File: src/rtl/ic_pkg.sv
`timescale 1ns / 1ps
// ----------------------------------------------------------------------------
// ic_pkg
// Shared constants and the word type that travels along the cell chain.
// ----------------------------------------------------------------------------
package ic_pkg;

    localparam int MAX_ITEMS = 256;
    localparam int VALUE_W   = 32;
    localparam int CNT_W     = (MAX_ITEMS > 1) ? $clog2(MAX_ITEMS) : 1;
    localparam int TOTAL_W   = 15;
    localparam logic [TOTAL_W-1:0] TOTAL_MAX = {TOTAL_W{1'b1}};
    localparam int S_DATA_W  = 32;
    localparam int M_DATA_W  = 16;

    typedef struct packed {
        logic                      valid;
        logic signed [VALUE_W-1:0] value;
        logic                      last;
        logic [CNT_W-1:0]          cnt;
        logic                      placed;
    } token_t;

endpackage

File: src/rtl/ic_cell.sv
`timescale 1ns / 1ps
// ----------------------------------------------------------------------------
// ic_cell
// One storage cell: holds one element, counts a passing word against it.
// ----------------------------------------------------------------------------
module ic_cell
    import ic_pkg::*;
(
    input  logic   aclk,
    input  logic   aresetn,
    input  logic   adv,
    input  token_t tok_in,
    output token_t tok_out
);

    logic signed [VALUE_W-1:0] stored_reg;
    logic signed [VALUE_W-1:0] stored_next;
    logic                      full_reg;
    logic                      full_next;
    token_t                    tok_reg;
    token_t                    tok_next;
    logic                      store;
    logic                      gt;

    always_comb begin
        store       = tok_in.valid && !full_reg && !tok_in.placed;
        gt          = full_reg && (stored_reg > tok_in.value);
        stored_next = store ? tok_in.value : stored_reg;
        full_next   = full_reg;
        tok_next    = tok_in;
        if (tok_in.valid) begin
            full_next       = tok_in.last ? 1'b0 : (full_reg | store);
            tok_next.cnt    = tok_in.cnt + CNT_W'(gt);
            tok_next.placed = tok_in.placed | store;
        end
    end

    always_ff @(posedge aclk) begin
        if (!aresetn) begin
            full_reg <= 1'b0;
            tok_reg  <= '0;
        end else if (adv) begin
            full_reg <= full_next;
            tok_reg  <= tok_next;
        end
    end

    always_ff @(posedge aclk) begin
        if (adv) begin
            stored_reg <= stored_next;
        end
    end

    assign tok_out = tok_reg;

endmodule

File: config.mk
export PLATFORM = sky130hd
export DESIGN_NAME = ic_cell
export DESIGN_NICKNAME = d
export VERILOG_FILES = /design/src/rtl/ic_pkg.sv /design/src/rtl/ic_cell.sv
export SDC_FILE = /design/constraint.sdc
export NUM_CORES = 1
export LEC_CHECK = 0
export BUFFER_PORTS_ARGS = -buffer_cell sky130_fd_sc_hd__buf_2
export CAP_MARGIN = 10
export CORE_MARGIN = 3
export CORE_UTILIZATION = 23
export DETAILED_ROUTE_END_ITERATION = 10
export PLACE_DENSITY = 0.39
export SLEW_MARGIN = 15
export SYNTH_ARGS = -nofsm -noshare
export SYNTH_HDL_FRONTEND = slang
export SYNTH_SLANG_ARGS = --single-unit
File: constraint.sdc
create_clock -name aclk -period 3.75 [get_ports aclk]
set_clock_uncertainty 0.1 [all_clocks]
set_input_delay 0 -clock aclk [delete_from_list [all_inputs] [get_ports aclk]]
set_output_delay 0 -clock aclk [all_outputs]
set_load 0.01 [all_outputs]
Word level (Yosys, flattened, before mapping)
Index checks and enable logic that the tools add are counted.
{"block": "word_totals", "reg_bits": 76, "input_bits": 46, "output_inout_bits": 43, "elab_cells": 20}
{"block": "op_classes", "add_sub_neg": 1, "n_lt_le_gt_ge": 1, "mux": 2, "bitwise_logic": 2, "n_reduce_logical": 7}
{"cell": "32-bit > comparator", "count": 1}
{"cell": "9-bit 2-to-1 mux", "count": 1}
{"cell": "8-bit by 1-bit adder with 8-bit output", "count": 1}
{"cell": "2-bit AND reduction", "count": 2}
{"cell": "1-bit logical AND", "count": 3}
{"cell": "1-bit zero test", "count": 2}
{"cell": "1-bit OR", "count": 2}
{"cell": "1-bit 2-to-1 mux", "count": 1}

Longest topological paths before layout
{"block": "depth", "word_depth": 5, "depth_mapped": 15, "ltp_nobuf": 15}

Worst setup path before layout
Ideal clock, no wire load.
{"block": "synth_path", "kind": "register to register", "start": "register full_reg", "end": "register stored_reg[0] (enable)", "setup_ns": 0.461, "arrival_ns": 2.538, "required_ns": 3.189, "path_slack_ns": 0.651, "path_stages_with_launch": 2, "path_buffers": 0, "period_less_slack_ns": 3.099, "cell_sequence": "dfxtp_1 > nor3_1"}
{"block": "synth_via", "elab_chain_len": 4}
{"item": "start, declared", "line": "ic_cell.sv:18", "rtl": "logic full_reg;"}
{"item": "start signal, assigned", "line": "ic_cell.sv:43", "rtl": "full_reg <= full_next;"}
{"item": "1-bit zero test", "line": "ic_cell.sv:26", "rtl": "store = tok_in.valid && !full_reg && !tok_in.placed;"}
{"item": "1-bit logical AND (2 in a row)", "line": "ic_cell.sv:26"}
{"item": "2-bit AND reduction (no line)"}
{"item": "end signal, assigned", "line": "ic_cell.sv:50", "rtl": "stored_reg <= stored_next;"}
{"item": "end, declared", "line": "ic_cell.sv:16", "rtl": "logic signed [VALUE_W-1:0] stored_reg;"}
No other way between the ends.
A chain may end at the register's enable or synchronous reset.

Final worst setup path
{"block": "layout_path", "start": "register stored_reg[14]", "end": "register tok_reg (netlist bit tok_out[7])"}
{"block": "layout_via", "elab_chain_len": 4}
{"item": "32-bit > comparator", "line": "ic_cell.sv:27", "rtl": "gt = full_reg && (stored_reg > tok_in.value);"}
{"item": "1-bit logical AND", "line": "ic_cell.sv:27"}
{"item": "8-bit by 1-bit adder with 8-bit output", "line": "ic_cell.sv:33", "rtl": "tok_next.cnt = tok_in.cnt + CNT_W'(gt);"}
{"item": "9-bit 2-to-1 mux", "line": "ic_cell.sv:31", "rtl": "if (tok_in.valid) begin"}
{"item": "end signal, assigned", "line": "ic_cell.sv:44", "rtl": "tok_reg <= tok_next;"}
{"item": "end, declared", "line": "ic_cell.sv:20", "rtl": "token_t tok_reg;"}
No other way between the ends.

==> impl_metrics.ini <==
[setup_path]
crit_buf_inv = 0
crit_path_frequent_cell = ha_1
crit_fanout = 3
max_stage_delay_ns = 0.46
slowest_stage = nor4_1
critical_path_class = flip-flop to flip-flop
endpoint_kind = flip-flop
critPathArrivalTime_ns = 3.48
path_cells = ha_1, nand4_1, nor4_1, a21boi_1, o31ai_1, nand2_1, mux2i_1, ha_1, ha_1, nand4_1, or3_1, nand3_1, o211a_1
reg2reg_depth = 13
crit_cells = 13
required_ns = 3.94
cp_top_family = simple AND/OR/NAND/NOR gates
startpoint_type = flip-flop

[final_layout]
fin_util_pct = 33.7
seq_area_um2 = 1840
n_fill_cell = 1523
finalNetCount = 526
drive_gt1_share_pct = 24.4
area_growth_pct = 39.9
largest_reg_flops = 43
multi_input_area_um2 = 1560

[flow_run]
max_cap_viol_count = 0

[pwr]
p_leak_uw = 0.00238
power_density_nw_per_um2 = 436
vdd.ir_drop.worst_mv = 0.211

[timing]
worstMarginPinSlew_ns = 0.731
setup_violations = 0
drv_slew = 0
layout_setup_ws_ns = 0.460
max_freq_mhz = 304
hold_viol = 0
finalWorstPathRequiredPeriod_ns = 3.29
hold-worst-slack_ns = 0.136
relSlewSlack_pct = 51.3
finalSetupTns_ns = 0
period_share_pct = 87.7
rsz0062_at_grt = false

[routing]
routed_wl_mm = 8.53
avgViaCountPerCell = 4.17
via_count = 2649
routedWlPerCell_um = 13.4
initialDrtViolationCount = 66
drc = 0
dr.pass1.iters = 3
ant_nets = 0

[die]
die_w_um = 131
num_io_pins = 89
fp.dieH_um = 131
die_area_um2 = 17100
std_cell_rows = 44
core_area_um2 = 14900
initial_core_util_pct = 24.1

[clock_network]
clockBufferDepth = 2
ctsHtreeMaxLevel = 3
cts_root_buf = clkbuf_16
cts_tree = yes
cts.sinks = 76
numCtsBuffers = 9
clkLatencyLatePin_ns = 0.34
clk_pin_slew_ns = 0.06

[placed_design]
place_congestion = 0.725
dp_hpwl_mm = 5.81
io_buffers = 88
pre_cts_slack_ns = 0.416

[yosys]
seq_area_frac_synth_pct = 51.5
synthCells = 312
netlist_area_um2 = 3580
synth_cell_types = 34
synthArstFlopShare_pct = 0
synth_edf_count = 32
syn_avg_cell_area_um2 = 11.5
synth_fp_nets = 392
synth-seq-cells = 76
synth_top_flop_cell = dfxtp_1
yosys_warnings = 0

[grt]
grt_pass1_wl_mm = 13.8
grt_overflow = 0
grt_pass1_vias = 2725
grt_max_degree = 45
antenna_found_initial = 0
grt_usage_pct = 10.6

[hold_path]
hold_path.class = primary input to flip-flop
whs_path_depth = 2

[run_status]
outcome = finished clean
[through the flow]
step | instances | instance area, um^2 | power [uW]
after floorplan | 312 | 3580 | 1070
after global placement | 575 | 4220 | 1170
after detailed placement | 575 | 4220 | 1170
after CTS | 635 | 5000 | 2230
after global routing | 635 | 5000 | 2290
final | 636 | 5000 | 2180
[placed cells by master (no fill, tap or decap), types with 2 or more instances in the layout]
master         count
bufinv_16          3
nor4_1             2
buf_2             88
dlygate4sd3_1     44
o21ai_0            4
xor2_1             4
a21boi_1           2
nand4_1            8
nand3_1            6
nor2b_1           35
a21oi_1           11
nor2_1             3
dfxtp_1           44
inv_1             35
nand2_1           16
buf_4              2
o211a_1            8
nand2b_1           2
mux2i_1           36
edfxtp_1          32
a21o_1             5
clkbuf_16          9
ha_1              34
[per-layer routing]
metal  wire length (um)  vias up  global-route usage, %
met4                215        0                   6.05
li1                   -     1373                      -
met5                  0        -                      0
met2               4070       46                   17.0
met1               3990     1215                   13.2
met3                251       15                   2.44
[cells by family after synthesis]
kind of cell    share of synthesized area, %
simple gates                            11.8
fa+ha+maj                               11.9
compound gates                          8.50
flops                                   51.5
xor+xnor                                1.22
mux                                     10.1
buf+inv                                 5.00
[report_power, final]
part           total (uW)  internal [uW]  switching [uW]
Clock                1000            648             353
Sequential            920            903            16.6
Combinational         263            133             130
[path summary, 6_finish.rpt]
kind	start	end	slack, ns
setup / recovery	stored_reg[14]$_DFFE_PP_	tok_out[7]$_SDFFE_PN0P_	0.46
hold / removal	adv	tok_out[0]$_SDFFE_PN0P_	0.14
setup reg to reg	stored_reg[14]$_DFFE_PP_	tok_out[7]$_SDFFE_PN0P_	0.46
hold reg to reg	tok_out[42]$_SDFFE_PN0P_	tok_out[42]$_SDFFE_PN0P_	0.37
[cell usage after synthesis (3+ instances only)]
| cell type | number | area [um^2] |
|---|---|---|
| nand4_1 | 8 | 50.1 |
| a21o_1 | 5 | 37.5 |
| nand2_1 | 16 | 60.1 |
| a21oi_1 | 11 | 55.1 |
| ha_1 | 34 | 425 |
| dfxtp_1 | 44 | 881 |
| nor2b_1 | 35 | 219 |
| mux2i_1 | 36 | 360 |
| edfxtp_1 | 32 | 961 |
| xor2_1 | 4 | 35.0 |
| o211a_1 | 8 | 80.1 |
| o21ai_0 | 4 | 20.0 |
| clkbuf_1 | 6 | 22.5 |
| nor2_1 | 3 | 11.3 |
| buf_2 | 5 | 25.0 |
| nand3_1 | 6 | 30.0 |
| inv_1 | 35 | 131 |
[final cells by class]
cell class / count / share of cell area (%)
inverter: 35 / 2.63
sequential: 76 / 36.8
antenna: 1 / 0.0500
clock buffer: 9 / 4.50
tap: 184 / 4.60
clock inverter: 7 / 2.30
multi-input combinational: 190 / 31.2
timing repair buffer: 134 / 17.9
[repair_timing]
item	4_1_cts	5_1_grt
hold endpoints to repair	76	0
buffers inserted	0	0
resized for setup	0	0
hold buffers	44	0
Power figures use the tool's default switching activity.
