**config.mk**
```make
export PLATFORM = sky130hd
export DESIGN_NAME = ic_tail
export DESIGN_NICKNAME = d
export VERILOG_FILES = /design/src/rtl/ic_pkg.sv /design/src/rtl/ic_tail.sv
export SDC_FILE = /design/constraint.sdc
export NUM_CORES = 1
export LEC_CHECK = 0
export ABC_CLOCK_PERIOD_IN_PS = 2500
export CAP_MARGIN = 40
export CORE_ASPECT_RATIO = 0.75
export CORE_MARGIN = 3
export CORE_UTILIZATION = 30
export CTS_CLUSTER_SIZE = 30
export DETAILED_ROUTE_END_ITERATION = 10
export DONT_BUFFER_PORTS = 1
export PLACE_DENSITY_LB_ADDON = 0.3
export SLEW_MARGIN = 20
export SYNTH_ARGS = -nofsm -noshare
export SYNTH_HDL_FRONTEND = slang
export SYNTH_SLANG_ARGS = --single-unit
export TNS_END_PERCENT = 50
```
**constraint.sdc**
```tcl
create_clock -name aclk -period 2.5 [get_ports aclk]
set_input_delay 0.125 -clock aclk [delete_from_list [all_inputs] [get_ports aclk]]
set_output_delay 0.125 -clock aclk [all_outputs]
set_load 0.005 [all_outputs]
```
**src/rtl/ic_pkg.sv**
```systemverilog
`timescale 1ns / 1ps
// ----------------------------------------------------------------------------
// ic_pkg
// Shared constants and the word type that travels along the cell chain.
// ----------------------------------------------------------------------------
package ic_pkg;

    localparam int MAX_ITEMS = 256;
    localparam int VALUE_W   = 32;
    localparam int CNT_W     = (MAX_ITEMS > 1) ? $clog2(MAX_ITEMS) : 1;
    localparam int TOTAL_W   = 15;
    localparam logic [TOTAL_W-1:0] TOTAL_MAX = {TOTAL_W{1'b1}};
    localparam int S_DATA_W  = 32;
    localparam int M_DATA_W  = 16;

    typedef struct packed {
        logic                      valid;
        logic signed [VALUE_W-1:0] value;
        logic                      last;
        logic [CNT_W-1:0]          cnt;
        logic                      placed;
    } token_t;

endpackage

```
**src/rtl/ic_tail.sv**
```systemverilog
`timescale 1ns / 1ps
// ----------------------------------------------------------------------------
// ic_tail
// End of the chain: accumulates counts, tracks overflow, holds the result.
// ----------------------------------------------------------------------------
module ic_tail
    import ic_pkg::*;
(
    input  logic                aclk,
    input  logic                aresetn,
    input  token_t              tok_in,
    input  logic                m_tready,
    output logic                adv,
    output logic                m_tvalid,
    output logic [M_DATA_W-1:0] m_tdata
);

    logic [TOTAL_W-1:0]  total_reg;
    logic [TOTAL_W-1:0]  total_next;
    logic                ovf_reg;
    logic                ovf_next;
    logic                out_valid_reg;
    logic                out_valid_next;
    logic [M_DATA_W-1:0] out_data_reg;
    logic [M_DATA_W-1:0] out_data_next;
    logic [TOTAL_W:0]    sum;
    logic [TOTAL_W-1:0]  sat;
    logic                ovf_now;

    always_comb begin
        adv     = !(tok_in.valid && tok_in.last && out_valid_reg && !m_tready);
        sum     = {1'b0, total_reg}
                + (tok_in.placed ? (TOTAL_W+1)'(tok_in.cnt) : '0);
        sat     = sum[TOTAL_W] ? TOTAL_MAX : sum[TOTAL_W-1:0];
        ovf_now = ovf_reg | !tok_in.placed;

        total_next     = total_reg;
        ovf_next       = ovf_reg;
        out_valid_next = out_valid_reg && !m_tready;
        out_data_next  = out_data_reg;
        if (tok_in.valid && adv) begin
            if (tok_in.last) begin
                total_next     = '0;
                ovf_next       = 1'b0;
                out_valid_next = 1'b1;
                out_data_next  = {ovf_now, sat};
            end else begin
                total_next = sat;
                ovf_next   = ovf_now;
            end
        end
    end

    always_ff @(posedge aclk) begin
        if (!aresetn) begin
            total_reg     <= '0;
            ovf_reg       <= 1'b0;
            out_valid_reg <= 1'b0;
        end else begin
            total_reg     <= total_next;
            ovf_reg       <= ovf_next;
            out_valid_reg <= out_valid_next;
        end
    end

    always_ff @(posedge aclk) begin
        out_data_reg <= out_data_next;
    end

    assign m_tvalid = out_valid_reg;
    assign m_tdata  = out_data_reg;

endmodule

```
# Yosys cells after proc, flatten, opt, wreduce, memory -nomap -nowiden

Cells that the tools add are included.

Add/sub/neg operators: 1
Multiplexer cells: 6
Bitwise operators: 1
Reductions and logical operators: 9

Operators by type and width:

| operator                                 | count |
|---|---|
| 15-bit two-way mux                       | 2 |
| 15-bit by 8-bit adder with 16-bit output | 1 |
| 8-bit two-way mux                        | 1 |
| 1-bit logical AND                        | 5 |
| 1-bit logical NOT                        | 3 |
| 1-bit two-way mux                        | 3 |
| 2-bit AND reduction                      | 1 |
| 1-bit bitwise OR                         | 1 |

Register bits: 33
Input bits: 46
Output and inout port bits: 18
Word-level logic and storage cells: 21

# Logic depth before layout (Yosys ltp)

Depth in word-level cells: 6
Depth in mapped cells: 8
Mapped depth without buffers: 8

# Least setup slack after synthesis

Ideal clock, no wire load.

Path kind: register -> register
Start point: register total_reg[0]
End point: register out_data_reg[10] (netlist: m_tdata[10]) (data pin)
Library setup time: 0.257 ns
Data arrival time: 1.804 ns
Required time: 2.243 ns
Setup slack: 0.439 ns
Stages on the path, launching flop included: 8
Buffers on the path: 0
Clock period less this slack: 2.061 ns
Path through: dfxtp_1 ha_1 fa_1 a21o_2 a22oi_2 a21oi_2 a31oi_1 o21ai_1

Word-level cells in the longest chain between the ends: 2

RTL lines:

| what                                     | line          | text |
|---|---|---|
| from (decl)                              | ic_tail.sv:18 | `logic [TOTAL_W-1:0] total_reg;` |
| from (signal assigned)                   | ic_tail.sv:60 | `total_reg <= total_next;` |
| 15-bit by 8-bit adder with 16-bit output | ic_tail.sv:33 | `+ (tok_in.placed ? (TOTAL_W+1)'(tok_in.cnt) : '0);` |
| 15-bit two-way mux                       | ic_tail.sv:34 | `sat = sum[TOTAL_W] ? TOTAL_MAX : sum[TOTAL_W-1:0];` |
| via sat[10]                              | ic_tail.sv:27 | `logic [TOTAL_W-1:0] sat;` |
| to (signal assigned)                     | ic_tail.sv:67 | `out_data_reg <= out_data_next;` |
| to (decl)                                | ic_tail.sv:24 | `logic [M_DATA_W-1:0] out_data_reg;` |

The timed path passes the listed nets, and every way through them passes these cells.
A chain may end at the register's enable or synchronous reset.

# Final worst setup path

Start point: register total_reg[0]
End point: register total_reg[6]

Word-level cells in the longest chain between the ends: 3

RTL lines:

| what                                     | line          | text |
|---|---|---|
| 15-bit by 8-bit adder with 16-bit output | ic_tail.sv:33 |  |
| 15-bit two-way mux                       | ic_tail.sv:34 |  |
| via sat[6]                               | ic_tail.sv:27 |  |
| 15-bit two-way mux                       | ic_tail.sv:42 | `if (tok_in.last) begin` |

The timed path passes the listed nets, and every way through them passes these cells.

==> impl_metrics.json <==
{
  "detailed_place_hpwl_um": 3150,
  "reg2regPathDepth": 7,
  "n_fill_cell": 632,
  "setup_viol_count_final": 0,
  "setup-tns-final_ps": 0,
  "reg2reg_slack_ps": 190,
  "clk_latency_ps": 290,
  "clock-sinks": 33,
  "place_area_um2": 2010,
  "max_stage_delay_ps": 430,
  "drive_gt1_share_pct": 15.0,
  "max-vdd-ir-drop_v": 0.000187,
  "num_vias": 1438,
  "hold_viol": 0,
  "cp_max_fo": 4,
  "drv_cap": 0,
  "core-area_um2": 6010,
  "largest_reg_flops": 16,
  "start_kind": "register",
  "post-cts-setup-buffers": 0,
  "period_needed_ps": 2310,
  "p_leak_nw": 0.819,
  "crit_type": "register to register",
  "grt_overflow": 0,
  "holdWs_ps": 4.59,
  "fmax_ghz": 0.432,
  "cts_tree": "built",
  "synth_top_cell_area_share_pct": 25.0,
  "die_area_um2": 7400,
  "critPathBufInv": 0,
  "regArea_um2": 821,
  "finalInstanceArea_um2": 2140,
  "syn_nets": 246,
  "gp_congestion": 0.862,
  "yosysMostFrequentCell": "dfxtp_1",
  "critPathSlowestCell": "fa_1",
  "ys_top_cells_by_area": "edfxtp_1, dfxtp_1, ha_1",
  "die_height_um": 75.3,
  "drt-initial-drc-count": 91,
  "syn_to_final_growth_pct": 11.5,
  "nets": 254,
  "p_per_area_nw_per_um2": 562,
  "yosysSeqAreaShare_pct": 42.8,
  "grt_usage_pct": 13.0,
  "totalWireLength_um": 4440,
  "synth_ff_type": "dfxtp_1",
  "skew_ps": 5.99,
  "tightest_slew_ps": 820,
  "drtAntennaViolNets": 0,
  "dr.pass1.iters": 4,
  "yosysWarnings": 0,
  "relSlewSlack_pct": 44.8,
  "port_buffers": 0,
  "worst_ep_required_time_ps": 2680,
  "final_util_pct": 35.6,
  "antenna_found_initial": 1,
  "arrival_ps": 2500,
  "synth_commonest_cells": "dfxtp_1, edfxtp_1, nand2_1, and2_1, nor2_1",
  "rsz0062_at_grt": "false",
  "drc": 0,
  "cts.clk_slew.worst_paths_ps": 70,
  "cts_inserted_buffers": 5,
  "synth_edf_count": 16,
  "yosysTopAreaCell": "edfxtp_1",
  "wl_per_cell_um": 15.9,
  "netlist_instances": 191,
  "min_period_over_period_pct": 92.5,
  "async_flop_share_pct": 0,
  "placementRows": 24,
  "cts_buffer_depth": 2,
  "syn_area_um2": 1920,
  "die_w_um": 98.4,
  "syn_area_per_cell_um2": 10.0,
  "h-tree-depth": 2,
  "ys_ff_latch": 33,
  "ys_types": 53,
  "end_kind": "register",
  "start_util_pct": 32.0,
  "status": "finished, final reports clean",
  "multi_input_area_um2": 1030,
  "grt_pass1_wl_um": 7310,
  "io_pins": 64,
  "cts_root_buf": "clkbuf_8",
  "critPathTopFamily": "compound AO/OA/AOI/OAI gates",
  "routed_via_density": 5.15,
  "grt_start_max_net_pins": 17,
  "holdBufCountCts": 2,
  "holdPathStages": 2,
  "slew_viol_final": 0,
  "holdCritPathClass": "primary input to register",
  "crit_chain": "ha_1 > fa_1 > a21o_2 > a22oi_2 > nor3b_1 > o2bb2ai_1 > a32o_1",
  "crit_cells": 7,
  "cts_resized": 0,
  "first_global_vias": 1433,
  "power_mw": 1.20
}
worst paths after layout:
| check | startpoint | end |
|---|---|---|
| worst max register to register | total_reg[0]$_SDFFE_PN0P_ | total_reg[6]$_SDFFE_PN0P_ |
| worst min-delay path | tok_in[9] | m_tvalid$_SDFF_PN0_ |
| worst max-delay path | total_reg[0]$_SDFFE_PN0P_ | total_reg[6]$_SDFFE_PN0P_ |
| worst min register to register | ovf_reg$_SDFFE_PN0P_ | ovf_reg$_SDFFE_PN0P_ |
metal layers:
metal | track usage (%) | vias to the layer above | part of all wire, %
li1 | - | 731 | -
met1 | 17.5 | 667 | 53
met2 | 18.8 | 32 | 39
met3 | 4.26 | 8 | 5.9
met4 | 6.36 | 0 | 2.0
met5 | 0 | - | 0
cell type report:
type | instances | share of cell area, %
timing repair buffer | 6 | 2.34
clock inverter | 2 | 1.58
tap | 78 | 4.56
antenna | 1 | 0.117
inverter | 10 | 1.75
clock buffer | 6 | 3.39
sequential | 33 | 38.3
multi-input combinational | 143 | 47.9
through the flow:
| stage | std cells | worst slack [ps] |
|---|---|---|
| 2_1_floorplan | 191 | 439 |
| 3_5_place_dp | 268 | 205 |
| 6_report | 279 | 186 |
| 5_1_grt | 279 | 58.0 |
| 4_1_cts | 278 | 187 |
| 3_3_place_gp | 268 | 250 |
power breakdown:
| group | switching (mW) | internal [mW] |
|---|---|---|
| logic | 0.0655 | 0.0437 |
| clock network | 0.201 | 0.294 |
| registers | 0.00992 | 0.588 |
cells in the final DEF, fill, tap and decap left out, drive strengths merged, types with 2 or more instances in the layout:
| cell type | count |
|---|---|
| nor3 | 3 |
| ha | 8 |
| mux2 | 2 |
| nor2 | 12 |
| dlygate4sd3 | 2 |
| inv | 10 |
| a211oi | 6 |
| nor2b | 4 |
| nand3 | 4 |
| o21ai | 14 |
| a22oi | 2 |
| edfxtp | 16 |
| o21a | 2 |
| a32o | 2 |
| dfxtp | 17 |
| and3 | 4 |
| nand2b | 2 |
| xnor2 | 6 |
| a21o | 5 |
| a41oi | 3 |
| a21boi | 3 |
| a31oi | 4 |
| buf | 4 |
| nand2 | 15 |
| a21oi | 16 |
| clkbuf | 6 |
| a311oi | 2 |
| and2 | 12 |
cells by family (layout without fill, tap and decap cells):
logic type | count (synthesis) | in the layout | synth area share, %
fa+ha+maj | 9 | 9 | 6.26
flops | 33 | 33 | 42.8
other cells | 0 | 1 | 0
xor+xnor | 7 | 7 | 3.19
simple gates | 59 | 59 | 16.4
buf+inv | 15 | 24 | 3.78
compound gates | 66 | 66 | 26.4
mux | 2 | 2 | 1.17
Note: power is estimated with default switching activity, not from simulation.
